===== config.mk =====
export PLATFORM = sky130hd
export DESIGN_NAME = tls_handshake_deframer
export DESIGN_NICKNAME = d
export VERILOG_FILES = /design/src/tlshd_pkg.sv /design/src/tlshd_front.sv /design/src/tlshd_parser.sv /design/src/tls_handshake_deframer.sv
export SDC_FILE = /design/constraint.sdc
export NUM_CORES = 1
export LEC_CHECK = 0
export ABC_AREA = 0
export BUFFER_PORTS_ARGS = -buffer_cell sky130_fd_sc_hd__buf_2
export CAP_MARGIN = 20
export CORE_AREA = 5 5 131 133
export CTS_CLUSTER_SIZE = 10
export DETAILED_ROUTE_END_ITERATION = 10
export DIE_AREA = 0 0 136 138
export GPL_TIMING_DRIVEN = 0
export PLACE_DENSITY = 0.74
export SLEW_MARGIN = 40
export SYNTH_ARGS = -nofsm -noshare
export SYNTH_HDL_FRONTEND = slang
export SYNTH_SLANG_ARGS = --single-unit

===== constraint.sdc =====
create_clock -name aclk -period 8.35 [get_ports aclk]
set_input_delay 0.835 -clock aclk [delete_from_list [all_inputs] [get_ports aclk]]
set_output_delay 0.835 -clock aclk [all_outputs]
set_load 0.05 [all_outputs]

===== src/tlshd_pkg.sv =====
// tlshd_pkg: shared types, codes and widths of the TLS handshake deframer.
// No dependencies; used by every module under src.
package tlshd_pkg;

    localparam int BYTE_W        = 8;
    localparam int MSG_LEN_W     = 24;
    localparam int LENGTH_BITS_D = 24;
    localparam int APB_ADDR_W    = 4;
    localparam int APB_DATA_W    = 32;

    // register indexes (byte address = 4 * index)
    localparam logic [1:0] REG_HS_REC_TYPE  = 2'd0;
    localparam logic [1:0] REG_CCS_REC_TYPE = 2'd1;
    localparam logic [1:0] REG_CCS_MSG_TYPE = 2'd2;

    localparam logic [7:0] HS_REC_TYPE_RST  = 8'd22;
    localparam logic [7:0] CCS_REC_TYPE_RST = 8'd20;
    localparam logic [7:0] CCS_MSG_TYPE_RST = 8'd254;

    // result kinds
    localparam logic [1:0] KIND_BODY    = 2'd0;
    localparam logic [1:0] KIND_EMPTY   = 2'd1;
    localparam logic [1:0] KIND_BAD_CCS = 2'd2;
    localparam logic [1:0] KIND_BAD_REC = 2'd3;

    // stream operations from the front end to the parser
    localparam logic [1:0] OP_BYTE    = 2'd0;
    localparam logic [1:0] OP_BAD_CCS = 2'd1;
    localparam logic [1:0] OP_BAD_REC = 2'd2;

    // ccs record progress
    localparam logic [1:0] CCS_NONE = 2'd0;
    localparam logic [1:0] CCS_ONE  = 2'd1;
    localparam logic [1:0] CCS_BAD  = 2'd2;

    typedef struct packed {
        logic [7:0] hs_rec_type;
        logic [7:0] ccs_rec_type;
        logic [7:0] ccs_msg_type;
    } cfg_t;

    typedef struct packed {
        logic [1:0]        code;
        logic [BYTE_W-1:0] data;
    } op_t;

    typedef struct packed {
        logic fault;
        logic inj_busy;
    } front_stat_t;

    typedef struct packed {
        logic [1:0]           kind;
        logic [BYTE_W-1:0]    msg_type;
        logic [MSG_LEN_W-1:0] msg_length;
        logic [BYTE_W-1:0]    payload;
        logic                 last;
    } res_t;

endpackage


===== src/tlshd_front.sv =====
// tlshd_front: record classification, CCS check, pseudo-header injection, op register.
// Depends on tlshd_pkg.
module tlshd_front (
    input  logic                  aclk,
    input  logic                  aresetn,
    input  tlshd_pkg::cfg_t       cfg,
    input  logic                  in_valid,
    output logic                  in_ready,
    input  logic [7:0]            in_rec_type,
    input  logic                  in_has_byte,
    input  logic [7:0]            in_data,
    input  logic                  in_last,
    output logic                  op_valid,
    output tlshd_pkg::op_t        op,
    input  logic                  op_ready,
    output tlshd_pkg::front_stat_t stat
);

    logic            op_valid_reg, op_valid_next;
    tlshd_pkg::op_t  op_reg, op_next;
    logic [1:0]      inj_cnt_reg, inj_cnt_next;
    logic [1:0]      ccs_seen_reg, ccs_seen_next;
    logic            fault_reg, fault_next;
    logic [1:0]      seen_upd;
    logic            advance;
    logic            take;

    assign advance  = !op_valid_reg || op_ready;
    assign in_ready = advance && (inj_cnt_reg == 2'd0);
    assign take     = in_valid && in_ready;

    always_comb begin
        seen_upd = ccs_seen_reg;
        if (in_has_byte) begin
            seen_upd = (ccs_seen_reg == tlshd_pkg::CCS_NONE && in_data == 8'd1)
                       ? tlshd_pkg::CCS_ONE : tlshd_pkg::CCS_BAD;
        end
    end

    always_comb begin
        op_valid_next = op_valid_reg;
        op_next       = op_reg;
        inj_cnt_next  = inj_cnt_reg;
        ccs_seen_next = ccs_seen_reg;
        fault_next    = fault_reg;
        if (advance) begin
            op_valid_next = 1'b0;
            op_next.code  = tlshd_pkg::OP_BYTE;
            op_next.data  = '0;
            if (inj_cnt_reg != 2'd0) begin
                // remaining zero bytes of the injected pseudo-header
                op_valid_next = 1'b1;
                inj_cnt_next  = inj_cnt_reg - 2'd1;
            end else if (take && !fault_reg) begin
                if (in_rec_type == cfg.hs_rec_type) begin
                    op_valid_next = in_has_byte;
                    op_next.data  = in_data;
                end else if (in_rec_type == cfg.ccs_rec_type) begin
                    ccs_seen_next = seen_upd;
                    if (in_last) begin
                        ccs_seen_next = tlshd_pkg::CCS_NONE;
                        op_valid_next = 1'b1;
                        if (seen_upd == tlshd_pkg::CCS_ONE) begin
                            op_next.data = cfg.ccs_msg_type;
                            inj_cnt_next = 2'd3;
                        end else begin
                            op_next.code = tlshd_pkg::OP_BAD_CCS;
                            fault_next   = 1'b1;
                        end
                    end
                end else begin
                    op_valid_next = 1'b1;
                    op_next.code  = tlshd_pkg::OP_BAD_REC;
                    fault_next    = 1'b1;
                end
            end
        end
    end

    always_ff @(posedge aclk) begin
        if (!aresetn) begin
            op_valid_reg <= 1'b0;
            inj_cnt_reg  <= 2'd0;
            ccs_seen_reg <= tlshd_pkg::CCS_NONE;
            fault_reg    <= 1'b0;
        end else begin
            op_valid_reg <= op_valid_next;
            inj_cnt_reg  <= inj_cnt_next;
            ccs_seen_reg <= ccs_seen_next;
            fault_reg    <= fault_next;
        end
        op_reg <= op_next;
    end

    assign op_valid      = op_valid_reg;
    assign op            = op_reg;
    assign stat.fault    = fault_reg;
    assign stat.inj_busy = (inj_cnt_reg != 2'd0);

endmodule


===== src/tlshd_parser.sv =====
// tlshd_parser: message header parser over the byte stream, with the result register.
// Depends on tlshd_pkg.
module tlshd_parser #(
    parameter int LENGTH_BITS = tlshd_pkg::LENGTH_BITS_D
) (
    input  logic            aclk,
    input  logic            aresetn,
    input  logic            op_valid,
    input  tlshd_pkg::op_t  op,
    output logic            op_ready,
    output logic            res_valid,
    output tlshd_pkg::res_t res,
    input  logic            res_ready
);

    localparam logic [2:0] PH_TYPE = 3'd0;
    localparam logic [2:0] PH_LEN1 = 3'd1;
    localparam logic [2:0] PH_LEN2 = 3'd2;
    localparam logic [2:0] PH_LEN3 = 3'd3;
    localparam logic [2:0] PH_BODY = 3'd4;

    logic [2:0]             phase_reg, phase_next;
    logic [7:0]             type_reg, type_next;
    logic [LENGTH_BITS-1:0] len_reg, len_next;
    logic [LENGTH_BITS-1:0] left_reg, left_next;
    logic                   out_valid_reg, out_valid_next;
    tlshd_pkg::res_t        out_reg, out_next;
    logic [LENGTH_BITS+7:0] len_shift;
    logic                   out_free;
    logic                   go;
    logic                   emit;
    tlshd_pkg::res_t        r;

    assign out_free  = !out_valid_reg || res_ready;
    assign op_ready  = out_free;
    assign go        = op_valid && out_free;
    assign len_shift = {len_reg, op.data};

    always_comb begin
        phase_next = phase_reg;
        type_next  = type_reg;
        len_next   = len_reg;
        left_next  = left_reg;
        emit       = 1'b0;
        r          = '0;
        case (op.code)
            tlshd_pkg::OP_BAD_CCS: begin
                emit   = 1'b1;
                r.kind = tlshd_pkg::KIND_BAD_CCS;
            end
            tlshd_pkg::OP_BAD_REC: begin
                emit   = 1'b1;
                r.kind = tlshd_pkg::KIND_BAD_REC;
            end
            tlshd_pkg::OP_BYTE: begin
                case (phase_reg)
                    PH_LEN1, PH_LEN2: begin
                        len_next   = len_shift[LENGTH_BITS-1:0];
                        phase_next = phase_reg + 3'd1;
                    end
                    PH_LEN3: begin
                        len_next = len_shift[LENGTH_BITS-1:0];
                        if (len_shift[LENGTH_BITS-1:0] == '0) begin
                            emit       = 1'b1;
                            r.kind     = tlshd_pkg::KIND_EMPTY;
                            r.msg_type = type_reg;
                            r.last     = 1'b1;
                            phase_next = PH_TYPE;
                        end else begin
                            left_next  = len_shift[LENGTH_BITS-1:0];
                            phase_next = PH_BODY;
                        end
                    end
                    PH_BODY: begin
                        left_next    = left_reg - LENGTH_BITS'(1);
                        emit         = 1'b1;
                        r.kind       = tlshd_pkg::KIND_BODY;
                        r.msg_type   = type_reg;
                        r.msg_length = tlshd_pkg::MSG_LEN_W'(len_reg);
                        r.payload    = op.data;
                        r.last       = (left_reg == LENGTH_BITS'(1));
                        if (left_reg == LENGTH_BITS'(1)) begin
                            phase_next = PH_TYPE;
                        end
                    end
                    default: begin
                        // type byte; unused phase codes behave the same
                        type_next  = op.data;
                        len_next   = '0;
                        left_next  = '0;
                        phase_next = PH_LEN1;
                    end
                endcase
            end
            default: begin
                emit = 1'b0;
            end
        endcase
    end

    always_comb begin
        out_valid_next = out_valid_reg;
        out_next       = out_reg;
        if (out_free) begin
            out_valid_next = go && emit;
            out_next       = r;
        end
    end

    always_ff @(posedge aclk) begin
        if (!aresetn) begin
            phase_reg     <= PH_TYPE;
            type_reg      <= '0;
            len_reg       <= '0;
            left_reg      <= '0;
            out_valid_reg <= 1'b0;
        end else begin
            if (go) begin
                phase_reg <= phase_next;
                type_reg  <= type_next;
                len_reg   <= len_next;
                left_reg  <= left_next;
            end
            out_valid_reg <= out_valid_next;
        end
        out_reg <= out_next;
    end

    assign res_valid = out_valid_reg;
    assign res       = out_reg;

endmodule


===== src/tls_handshake_deframer.sv =====
// tls_handshake_deframer: top level; APB register file, front end and header parser.
// Depends on tlshd_pkg, tlshd_front, tlshd_parser.
//
//  port group | dir | tdata              | tuser                       | tlast
//  s_*        | in  | [7:0] data_byte    | [7:0] record_type, [8] has  | last_of_record
//  m_*        | out | [23:0] msg_length, | [1:0] kind, [9:2] msg_type  | last_of_message
//             |     | [31:24] payload    |                             |
//  p*         | in  | APB, regs at 0x0 handshake type, 0x4 ccs type, 0x8 ccs msg type
//
// One beat per cycle while nothing holds s_tready low, through an op register and a result register.
// The closing beat of a valid ChangeCipherSpec record holds s_tready low while the
// injection counter feeds the three pseudo-header zero bytes to the parser.
// A stalled m_ side stops the parser, then the op register, then s_tready.
// Reset is synchronous and needs no clearing pass; an error sets a fault until reset.
module tls_handshake_deframer #(
    parameter int LENGTH_BITS = tlshd_pkg::LENGTH_BITS_D
) (
    input  logic                             aclk,
    input  logic                             aresetn,
    input  logic                             s_tvalid,
    output logic                             s_tready,
    input  logic [7:0]                       s_tdata,  // [7:0] data_byte
    input  logic [8:0]                       s_tuser,  // [7:0] record_type, [8] has_byte
    input  logic                             s_tlast,
    output logic                             m_tvalid,
    input  logic                             m_tready,
    output logic [31:0]                      m_tdata,  // [23:0] msg_length, [31:24] payload
    output logic [9:0]                       m_tuser,  // [1:0] kind, [9:2] msg_type
    output logic                             m_tlast,
    input  logic                             psel,
    input  logic                             penable,
    input  logic                             pwrite,
    input  logic [tlshd_pkg::APB_ADDR_W-1:0] paddr,
    input  logic [tlshd_pkg::APB_DATA_W-1:0] pwdata,
    output logic [tlshd_pkg::APB_DATA_W-1:0] prdata,
    output logic                             pready
);

    tlshd_pkg::cfg_t        cfg_reg;
    tlshd_pkg::op_t         op;
    tlshd_pkg::res_t        res;
    tlshd_pkg::front_stat_t stat;
    logic                   op_valid;
    logic                   op_ready;
    logic                   cfg_wr;
    logic [1:0]             reg_idx;

    assign pready  = 1'b1;
    assign cfg_wr  = psel && penable && pwrite && pready;
    assign reg_idx = paddr[3:2];

    always_ff @(posedge aclk) begin
        if (!aresetn) begin
            cfg_reg.hs_rec_type  <= tlshd_pkg::HS_REC_TYPE_RST;
            cfg_reg.ccs_rec_type <= tlshd_pkg::CCS_REC_TYPE_RST;
            cfg_reg.ccs_msg_type <= tlshd_pkg::CCS_MSG_TYPE_RST;
        end else if (cfg_wr) begin
            case (reg_idx)
                tlshd_pkg::REG_HS_REC_TYPE:  cfg_reg.hs_rec_type  <= pwdata[7:0];
                tlshd_pkg::REG_CCS_REC_TYPE: cfg_reg.ccs_rec_type <= pwdata[7:0];
                tlshd_pkg::REG_CCS_MSG_TYPE: cfg_reg.ccs_msg_type <= pwdata[7:0];
                default: begin
                end
            endcase
        end
    end

    always_comb begin
        case (reg_idx)
            tlshd_pkg::REG_HS_REC_TYPE:  prdata = {24'd0, cfg_reg.hs_rec_type};
            tlshd_pkg::REG_CCS_REC_TYPE: prdata = {24'd0, cfg_reg.ccs_rec_type};
            tlshd_pkg::REG_CCS_MSG_TYPE: prdata = {24'd0, cfg_reg.ccs_msg_type};
            default:                     prdata = '0;
        endcase
    end

    tlshd_front u_front (
        .aclk        (aclk),
        .aresetn     (aresetn),
        .cfg         (cfg_reg),
        .in_valid    (s_tvalid),
        .in_ready    (s_tready),
        .in_rec_type (s_tuser[7:0]),
        .in_has_byte (s_tuser[8]),
        .in_data     (s_tdata),
        .in_last     (s_tlast),
        .op_valid    (op_valid),
        .op          (op),
        .op_ready    (op_ready),
        .stat        (stat)
    );

    tlshd_parser #(
        .LENGTH_BITS (LENGTH_BITS)
    ) u_parser (
        .aclk      (aclk),
        .aresetn   (aresetn),
        .op_valid  (op_valid),
        .op        (op),
        .op_ready  (op_ready),
        .res_valid (m_tvalid),
        .res       (res),
        .res_ready (m_tready)
    );

    assign m_tdata = {res.payload, res.msg_length};
    assign m_tuser = {res.msg_type, res.kind};
    assign m_tlast = res.last;

`ifndef SYNTHESIS
    // the fault stays set until reset
    a_fault_sticky: assert property (@(posedge aclk) disable iff (!aresetn)
        stat.fault |=> stat.fault)
        else $error("fault flag cleared without reset");

    // no new beat while pseudo-header bytes are still being injected
    a_inject_blocks: assert property (@(posedge aclk) disable iff (!aresetn)
        stat.inj_busy |-> !s_tready)
        else $error("input accepted during ccs injection");

    // an error result can only follow a latched fault
    a_err_has_fault: assert property (@(posedge aclk) disable iff (!aresetn)
        (m_tvalid && m_tuser[1]) |-> stat.fault)
        else $error("error result without fault");
`endif

endmodule


# --- Word-level counts from Yosys, hierarchy flattened ---
# Index checks and enable logic that the tools add are counted.
classes:
  n_reduce_logical: 41
  eq_ne: 18
  addsub: 3
  mux: 37
  bitwise_logic: 8
ops:
  columns: ["operator", "n"]
  rows:
  - ["24-bit case mux with 3 select lines", 1]
  - ["24-bit case mux with 2 select lines", 1]
  - ["24-bit by 1-bit == test with 1-bit output, second input constant", 1]
  - ["24-bit logical NOT", 1]
  - ["24-bit two-way mux", 1]
  - ["8-bit two-way mux", 3]
  - ["8-bit case mux with 3 select lines", 1]
  - ["24-bit by 1-bit subtractor with 24-bit output, second input constant", 1]
  - ["2-bit two-way mux", 10]
  - ["10-bit case mux with 2 select lines", 1]
  - ["8-bit == test", 2]
  - ["6-bit AND reduction", 2]
  - ["1-bit two-way mux", 10]
  - ["10-bit two-way mux", 1]
  - ["2-bit nonzero test", 5]
  - ["9-bit two-way mux", 1]
  - ["3-bit case mux with 3 select lines", 1]
  - ["3-bit AND reduction", 3]
  - ["8-bit by 1-bit == test with 1-bit output, second input constant", 1]
  - ["1-bit logical AND", 8]
  - ["2-bit logical NOT", 4]
  - ["2-bit inequality test, second input constant", 4]
  - ["1-bit inverter", 8]
  - ["2-bit AND reduction", 4]
  - ["19 further kinds", 32]
word_totals:
  in_bits: 61
  elab_cells: 127
  out_inout_bits: 78
  reg_bits: 143

# --- Depth between registers and ports, before layout ---
# Gate-level depths: netlist of run 1.
logic_depth:
  ltp_word: 11
  mapped_depth: 9
  mapped_depth_nobuf: 7

# --- Modules after synthesis ---
# From an unflattened synthesis of run 1, not the netlist that was laid out.
unflattened:
  cells_unflattened: 709
  area_unflattened_um2: 7050.5
by_module_without_submodules:
  columns: ["module", "area_per_inst_um2", "cells_each", "seq_area_each_um2", "instances"]
  rows:
  - ["tlshd_parser", 4712.0, 460, 2492.4, 1]
  - ["tls_handshake_deframer", 1328.8, 156, 480.5, 1]
  - ["tlshd_front", 1009.7, 93, 420.4, 1]

# --- Worst setup path before layout of run 1 ---
# Ideal clock, no wire load.
synth_timing:
  kind: "in2out"
  from: "input port paddr[2] (netlist bit)"
  to: "output port prdata[3] (netlist bit)"
  path_stages: 4
  required_time_ns: 7.515
  path_slack_ns: 4.742
  t_arrival_ns: 2.773
  path_buffers: 2
  cell_sequence: "clkbuf_1 clkbuf_1 mux2i_1 o21ai_0"
synth_via:
  elab_chain_len: 2
  elab_cells_between_ends: 4
  cone_classes: "eq/ne: 2; mux: 1; reduce/logical: 1"
synth_lines:
  columns: ["element", "line", "text"]
  rows:
  - ["start: declaration", "tls_handshake_deframer.sv:33", "input logic [tlshd_pkg::APB_ADDR_W-1:0] paddr,"]
  - ["2-bit == test (tied with other cells)", "tls_handshake_deframer.sv:69", "case (reg_idx)"]
  - ["8-bit case mux with 3 select lines (*)", "tls_handshake_deframer.sv:69", null]
  - ["end: declaration", "tls_handshake_deframer.sv:35", "output logic [tlshd_pkg::APB_DATA_W-1:0] prdata,"]
# Every way passes the cells marked *; elsewhere a longest branch is shown, timed or not.

# --- Final worst setup path of run 1 ---
layout_timing:
  from: "input port paddr[2] (netlist bit)"
  to: "output port prdata[4] (netlist bit)"
# The elaborated chain is that of the path after synthesis.

==> metrics.csv, run 1 <==
metric;value;unit
path_buf_inv;4;
reg2reg_to;u_parser.left_reg[16]$_SDFFE_PN0P_;
ff2ff_path_depth;7;
final_cell_count_no_fill;1083;
finalCriticalPeriod;3.40;ns
gr-total-overflow;0;
power_switching;0.000784;W
num-fill-cells;1420;
dp.cells;1051;
relSlewSlack;46.3;%
fmax;294;MHz
critPathCaptureType;output pin;
reg2reg_slack;5.58;ns
worst_ep_arrival_time;2.57;ns
critPathLaunchType;primary input;
crit_chain;buf_2 > clkbuf_1 > clkbuf_1 > mux2i_1 > o21ai_0 > buf_2;
peakVddDrop;0.149;mV
grt.total_usage;18.3;%
cts_tree;done;
clock-sinks;143;
fin_worst_skew;0.00659;ns
diodes;0;
die_w;136;um
finalCritPeriodShare;40.7;%
cts_hold_buf;0;
tns;0;ns
syn_inst;724;
avgRoutedWirePerCell;15.8;um
hold-worst-slack;0.448;ns
syn_avg_cell_area;9.63;um2
clock_path_buffers;2;
fin_area;8460;um2
min_to;u_parser.len_reg[20]$_SDFFE_PN0P_;
hold_viol;0;
ctsHtreeMaxLevel;4;
crit_slowest_cell;clkbuf_1;
finalPower;0.00225;W
wirelength;17100;um
layout-drive-gt1-share;19.8;%
grt_pass1_wl;27700;um
crit_type;in2out;
powerDensity;266;nW/um2
grt_pass1_vias;5490;
vias_per_cell;5.33;
grt_max_degree;31;
cts_resized;0;
crit_required;7.52;ns
cts-root-buf;clkbuf_16;
rows;46;
start_util;44.4;%
clk_pin_slew_worst_paths;0.06;ns
cpPeakStageDelay;0.53;ns
largest_register_ffs;43;
die_area;18800;um2
synth_edf_count;53;
fin_nets;925;
synthArstFlopShare;0;%
hp-class;reg2reg;
cp_top_family;buffers and inverters;
dr.first_iter.drc_count;414;
setup_viol;0;
cts_setup_buffers;0;
dr.pass1.iters;5;
p_seq_share;35.8;%
tightest_slew;0.806;ns
rsz0062_at_grt;false;
vias;5773;
dpl.hpwl;12300;um
ys_types;66;
num_io_pins;139;
cp_max_fo;10;
p_int;0.00147;W
cts-buffers-inserted;17;
gp_congestion;0.913;
syn_area;6970;um2
clkPwrFrac;35.7;%
clock_latency;0.43;ns
pwr-share-comb;28.4;%
finalMaxSlewViolations;0;
antenna_left;0;
yosys_warnings;0;
min_path_cells;2;
min_from;u_parser.len_reg[20]$_SDFFE_PN0P_;
synth-seq-cells;143;
portBuffers;87;
synthToLayoutAreaGrowth;21.3;%
detailed_place.area;7800;um2
reg2reg_from;u_parser.phase_reg[0]$_SDFFE_PN0P_;
ys.flop_type;dfxtp_1;
die_y;138;um
status;finished, final reports clean;
swShare;34.8;%
antenna_found_initial;0;
core_region_area;15700;um2
p_leak;3.50;nW
seq_area_frac_synth;48.7;%
drcViolationCount;0;
drv_cap;0;
==> worst max path at each step <==
| stage | slack, ns | cells after the start | startpoint | to |
|---|---|---|---|---|
| final | 4.95 | 6 | paddr[2] | prdata[4] |
| after global routing | 4.82 | 6 | paddr[2] | prdata[4] |
| after CTS | 5.01 | 6 | paddr[2] | prdata[4] |
| after detailed placement | 5.02 | 6 | paddr[2] | prdata[4] |
| after global placement | 4.36 | 7 | m_tready | u_parser.left_reg[13]$_SDFFE_PN0P_ |
| after floorplan | 4.74 | 4 | paddr[2] | prdata[3] |
==> cells in the final DEF (no fill, tap or decap), drive strengths merged, types with 9 or more instances in the layout <==
cell / instances
buf: 118
nand2: 104
dfxtp: 90
nand3: 61
edfxtp: 53
clkbuf: 49
and2: 37
a21oi: 31
mux2i: 26
conb: 25
o21ai: 23
xnor2: 22
nor2: 19
inv: 16
nor2b: 14
a21boi: 14
a22o: 14
nor4: 14
nand4: 13
nor3: 11
ha: 10
and3: 9
==> routing by layer <==
layer	up-vias	global-route usage [%]	share of wire, %	wire (um)
met5	-	0	0	0
met4	0	5.46	1.9	334
met1	2684	24.3	44	7600
met2	200	29.4	47	7970
li1	2860	-	-	-
met3	29	4.97	7.2	1230
==> cell usage after synthesis, types with 2 or more instances <==
master	count	share of area, %
nand2_1	104	5.6
dfxtp_1	90	26
nand3_1	61	4.4
edfxtp_1	53	23
and2_1	37	3.3
a21oi_1	31	2.2
clkbuf_1	31	1.7
mux2i_1	26	3.7
buf_4	25	2.7
o21ai_0	22	1.6
xnor2_1	22	2.8
nor2_1	19	1.0
a21boi_0	14	1.5
a22o_1	14	1.8
nor2b_1	14	1.3
inv_1	13	0.70
nand4_1	13	1.2
nor4_1	13	1.2
ha_1	10	1.8
and3_1	9	0.81
nor3_1	8	0.57
o211ai_1	6	0.65
o41ai_1	6	0.75
or3_1	6	0.54
o31ai_1	5	0.54
a221o_1	4	0.57
a22oi_1	4	0.43
a32o_1	3	0.43
buf_2	3	0.22
nor3_2	3	0.43
nor3b_1	3	0.32
o21ba_2	3	0.43
o31a_1	3	0.38
or2_2	3	0.27
or4_1	3	0.32
a211oi_1	2	0.22
a311oi_1	2	0.25
a31oi_1	2	0.18
a32oi_1	2	0.25
a41oi_1	2	0.25
and4_1	2	0.25
conb_1	2	0.11
nand3b_1	2	0.22
o221a_2	2	0.32
==> power by group through the flow <==
stage / Clock (W) / Sequential, W / Combinational (W)
floorplan: 0 / 0.000918 / 0.000381
global route: 0.000840 / 0.000812 / 0.000692
detailed placement: 0 / 0.000821 / 0.000629
finish: 0.000804 / 0.000807 / 0.000640
CTS: 0.000809 / 0.000807 / 0.000632
global placement: 0 / 0.000821 / 0.000618
==> metrics by stage <==
stage | setup WS [ns] | utilization [%]
6_report | 4.95 | 53.8
5_1_grt | 4.82 | 53.8
4_1_cts | 5.01 | 53.7
3_5_place_dp | 5.02 | 49.7
3_3_place_gp | 4.36 | 49.4
2_1_floorplan | 4.74 | -
==> final cells by class <==
cell class	count	area, um2	area share, %
plain buffers	61	334	3.95
clock buffers	18	439	5.19
clock inverters	14	188	2.22
inverters	14	52.6	0.621
multi-input cells	529	3330	39.3
flip-flops and latches	143	3390	40.1
well taps	216	270	3.20
repair buffers	88	455	5.38
==> worst register-to-register path: cells and delay by family, from the launching register on <==
| family | cells | cell delay [ns] |
|---|---|---|
| compound gates | 3 | 1.23 |
| fa+ha+maj | 1 | 0.24 |
| buf+inv | 2 | 0.29 |
| flops | 1 | 0.43 |
| simple gates | 1 | 0.52 |
==> cell families (layout without fill, tap and decap cells) <==
logic type | after synthesis | after routing | share of synthesized area (%)
xor gates and xnor gates | 22 | 22 | 2.76
other | 2 | 25 | 0.108
muxes | 27 | 27 | 3.89
AOI/OAI and AO/OA | 141 | 141 | 14.9
DFF | 143 | 143 | 48.7
buffers and inverters | 75 | 195 | 5.54
and+or+nand+nor | 304 | 304 | 22.4
adders and majority gates | 10 | 10 | 1.79
(Power assumes the default switching activity.)
==> inputs of run 2 (changes only) <==
--- a/config.mk
+++ b/config.mk
@@ -5,13 +5,13 @@
 export SDC_FILE = /design/constraint.sdc
 export NUM_CORES = 1
 export LEC_CHECK = 0
-export ABC_AREA = 0
+export ABC_AREA = 1
 export BUFFER_PORTS_ARGS = -buffer_cell sky130_fd_sc_hd__buf_2
 export CAP_MARGIN = 20
-export CORE_AREA = 5 5 131 133
+export CORE_AREA = 5 5 132 134
 export CTS_CLUSTER_SIZE = 10
 export DETAILED_ROUTE_END_ITERATION = 10
-export DIE_AREA = 0 0 136 138
+export DIE_AREA = 0 0 137 139
 export GPL_TIMING_DRIVEN = 0
 export PLACE_DENSITY = 0.74
 export SLEW_MARGIN = 40
==> constraint.sdc (replaced) <==
create_clock -name aclk -period 3.4 [get_ports aclk]
set_input_delay 0.34 -clock aclk [delete_from_list [all_inputs] [get_ports aclk]]
set_output_delay 0.34 -clock aclk [all_outputs]
set_load 0.05 [all_outputs]
==> run 2 against run 1 <==
Largest power group unchanged; sequential cell count unchanged; wire length increased by 4.4%; critical endpoint is now s_tready; combinational power decreased by 20%; die area increased by 1.5%; total power increased by 85%; first-iteration DRC count increased by 4.8%; largest cell class unchanged; highest routed layer unchanged; clock skew increased by 0.0037 ns.
==> metrics.csv, run 2 <==
metric;value;unit
status;finished, final reports clean;
relSlewSlack;54.1;%
cts_hold_buf;0;
portBuffers;87;
clock-sinks;143;
synth.most_common_cell;nand2_1;
peakVddDrop;0.396;mV
grt_pass1_vias;6145;
start_util;43.6;%
worst_ep_arrival_time;1.76;ns
clk_pin_slew_worst_paths;0.06;ns
ctsHtreeMaxLevel;4;
syn_avg_cell_area;7.85;um2
num-fill-cells;1518;
ys_types;37;
fin_nets;1097;
fin_area;8420;um2
largest_register_ffs;43;
critPathCaptureType;output pin;
hp-class;in2reg;
antenna_found_initial;0;
min_path_cells;3;
gp_congestion;0.924;
syn_inst;897;
syn_area;7040;um2
utilization;52.1;%
grt.total_usage;19.4;%
grt_max_degree;45;
clock_latency;0.43;ns
synth_top_cells_by_count;168 x nand2_1, 118 x nor2_1, 90 x dfxtp_1, 85 x inv_1, 75 x a21oi_1;
tns;0;ns
cp_max_fo;13;
seq_area_frac_synth;48.2;%
ff2ff_path_depth;6;
synth_area_leaders;dfxtp_1 26%, edfxtp_1 23%, nand2_1 9.0%;
crit_type;reg2out;
cts-root-buf;clkbuf_16;
ys.flop_type;dfxtp_1;
fin_worst_skew;0.0103;ns
cts-buffers-inserted;17;
fmax;477;MHz
cts_resized;0;
die_y;139;um
diodes;0;
rsz0062_at_grt;false;
dp.cells;1227;
synthToLayoutAreaGrowth;19.5;%
tightest_slew;0.684;ns
wirelength;17900;um
gr-total-overflow;0;
final_common_cell;nand2_1;
synth_edf_count;53;
cts_setup_buffers;0;
drcViolationCount;0;
finalCritPeriodShare;61.7;%
synthArstFlopShare;0;%
die_w;137;um
setup_viol;0;
p_leak;3.80;nW
clock_path_buffers;2;
num_io_pins;139;
rows;47;
mostFrequentLayoutCells;168 x nand2_1, 118 x nor2_1, 93 x buf_2;
dr.pass1.iters;5;
critPathLaunchType;register;
grt_pass1_wl;29400;um
dpl.hpwl;13500;um
avgRoutedWirePerCell;14.2;um
drv_cap;0;
finalMaxSlewViolations;0;
finalCriticalPeriod;2.10;ns
final_cell_count_no_fill;1259;
yosys_warnings;0;
hold_viol;0;
powerDensity;495;nW/um2
dr.first_iter.drc_count;434;
vias;6322;
crit_required;3.06;ns
vias_per_cell;5.02;
detailed_place.area;7840;um2
layout-drive-gt1-share;19.7;%
synth_top_area_share;25.6;%
yosys.area.top_type;dfxtp_1;
core_region_area;16200;um2
antenna_left;0;
die_area;19000;um2
cts_tree;done;
synth-seq-cells;143;
## run 2: where the power goes
part           internal (W)  switching [W]  total [W]
Sequential          0.00182      0.0000286    0.00185
Combinational      0.000142       0.000373   0.000515
Clock               0.00107       0.000738    0.00181
Total               0.00303        0.00114    0.00417
## run 2: area by class of cell
| cell class | instances | area [um2] | share of cell area [%] |
|---|---|---|---|
| well taps | 220 | 275 | 3.27 |
| clock inverters | 12 | 108 | 1.28 |
| multi-input cells | 600 | 2960 | 35.1 |
| plain buffers | 56 | 327 | 3.88 |
| flip-flops and latches | 143 | 3390 | 40.3 |
| clock buffers | 20 | 468 | 5.56 |
| repair buffers | 87 | 435 | 5.17 |
| inverters | 121 | 457 | 5.42 |
## run 2: path summary, 6_finish.rpt
check	startpoint	end	slack, ns
worst min-delay path	pwdata[4]	cfg_reg[20]$_SDFFE_PN1P_	0.16
worst max register to register	u_parser.phase_reg[0]$_SDFFE_PN0P_	u_parser.res[40]$_SDFFCE_PP0P_	1.38
worst max-delay path	u_parser.res_valid$_SDFFE_PN0P_	s_tready	1.30
worst min register to register	u_front.fault_reg$_SDFFE_PN0P_	u_front.fault_reg$_SDFFE_PN0P_	0.47
## run 2: worst max-delay path, cell delays in order, from the launching register on
cell and delay, ns:
dfxtp_1 0.36, inv_1 0.06, nor2_2 0.23, nand2_2 0.26, nand2_1 0.17, inv_2 0.05, buf_2 0.20
## run 2: cell families (layout without fill, tap and decap cells)
family	Yosys count	count (layout)	share of synthesized area (%)
fa+ha+maj	10	10	1.78
compound gates	189	189	15.5
buf+inv	177	296	11.1
flops	143	143	48.2
xor+xnor	13	13	1.62
other cells	2	25	0.107
simple gates	363	363	21.7
## run 2: layer usage
metal / vias up / GRT usage [%] / wire [um]
met5: - / 0 / 0
met4: 0 / 7.67 / 401
met3: 33 / 5.08 / 1320
met2: 243 / 30.8 / 8430
met1: 2875 / 25.2 / 7740
li1: 3171 / - / -
## run 2: stage by stage
stage,setup WS (ns),total power [W],hold slack [ns]
2_1_floorplan,1.30,0.00226,0.436
3_3_place_gp,1.25,0.00238,0.448
3_5_place_dp,1.37,0.00239,0.458
4_1_cts,1.27,0.00418,0.148
5_1_grt,1.14,0.00433,0.168
6_report,1.30,0.00417,0.160
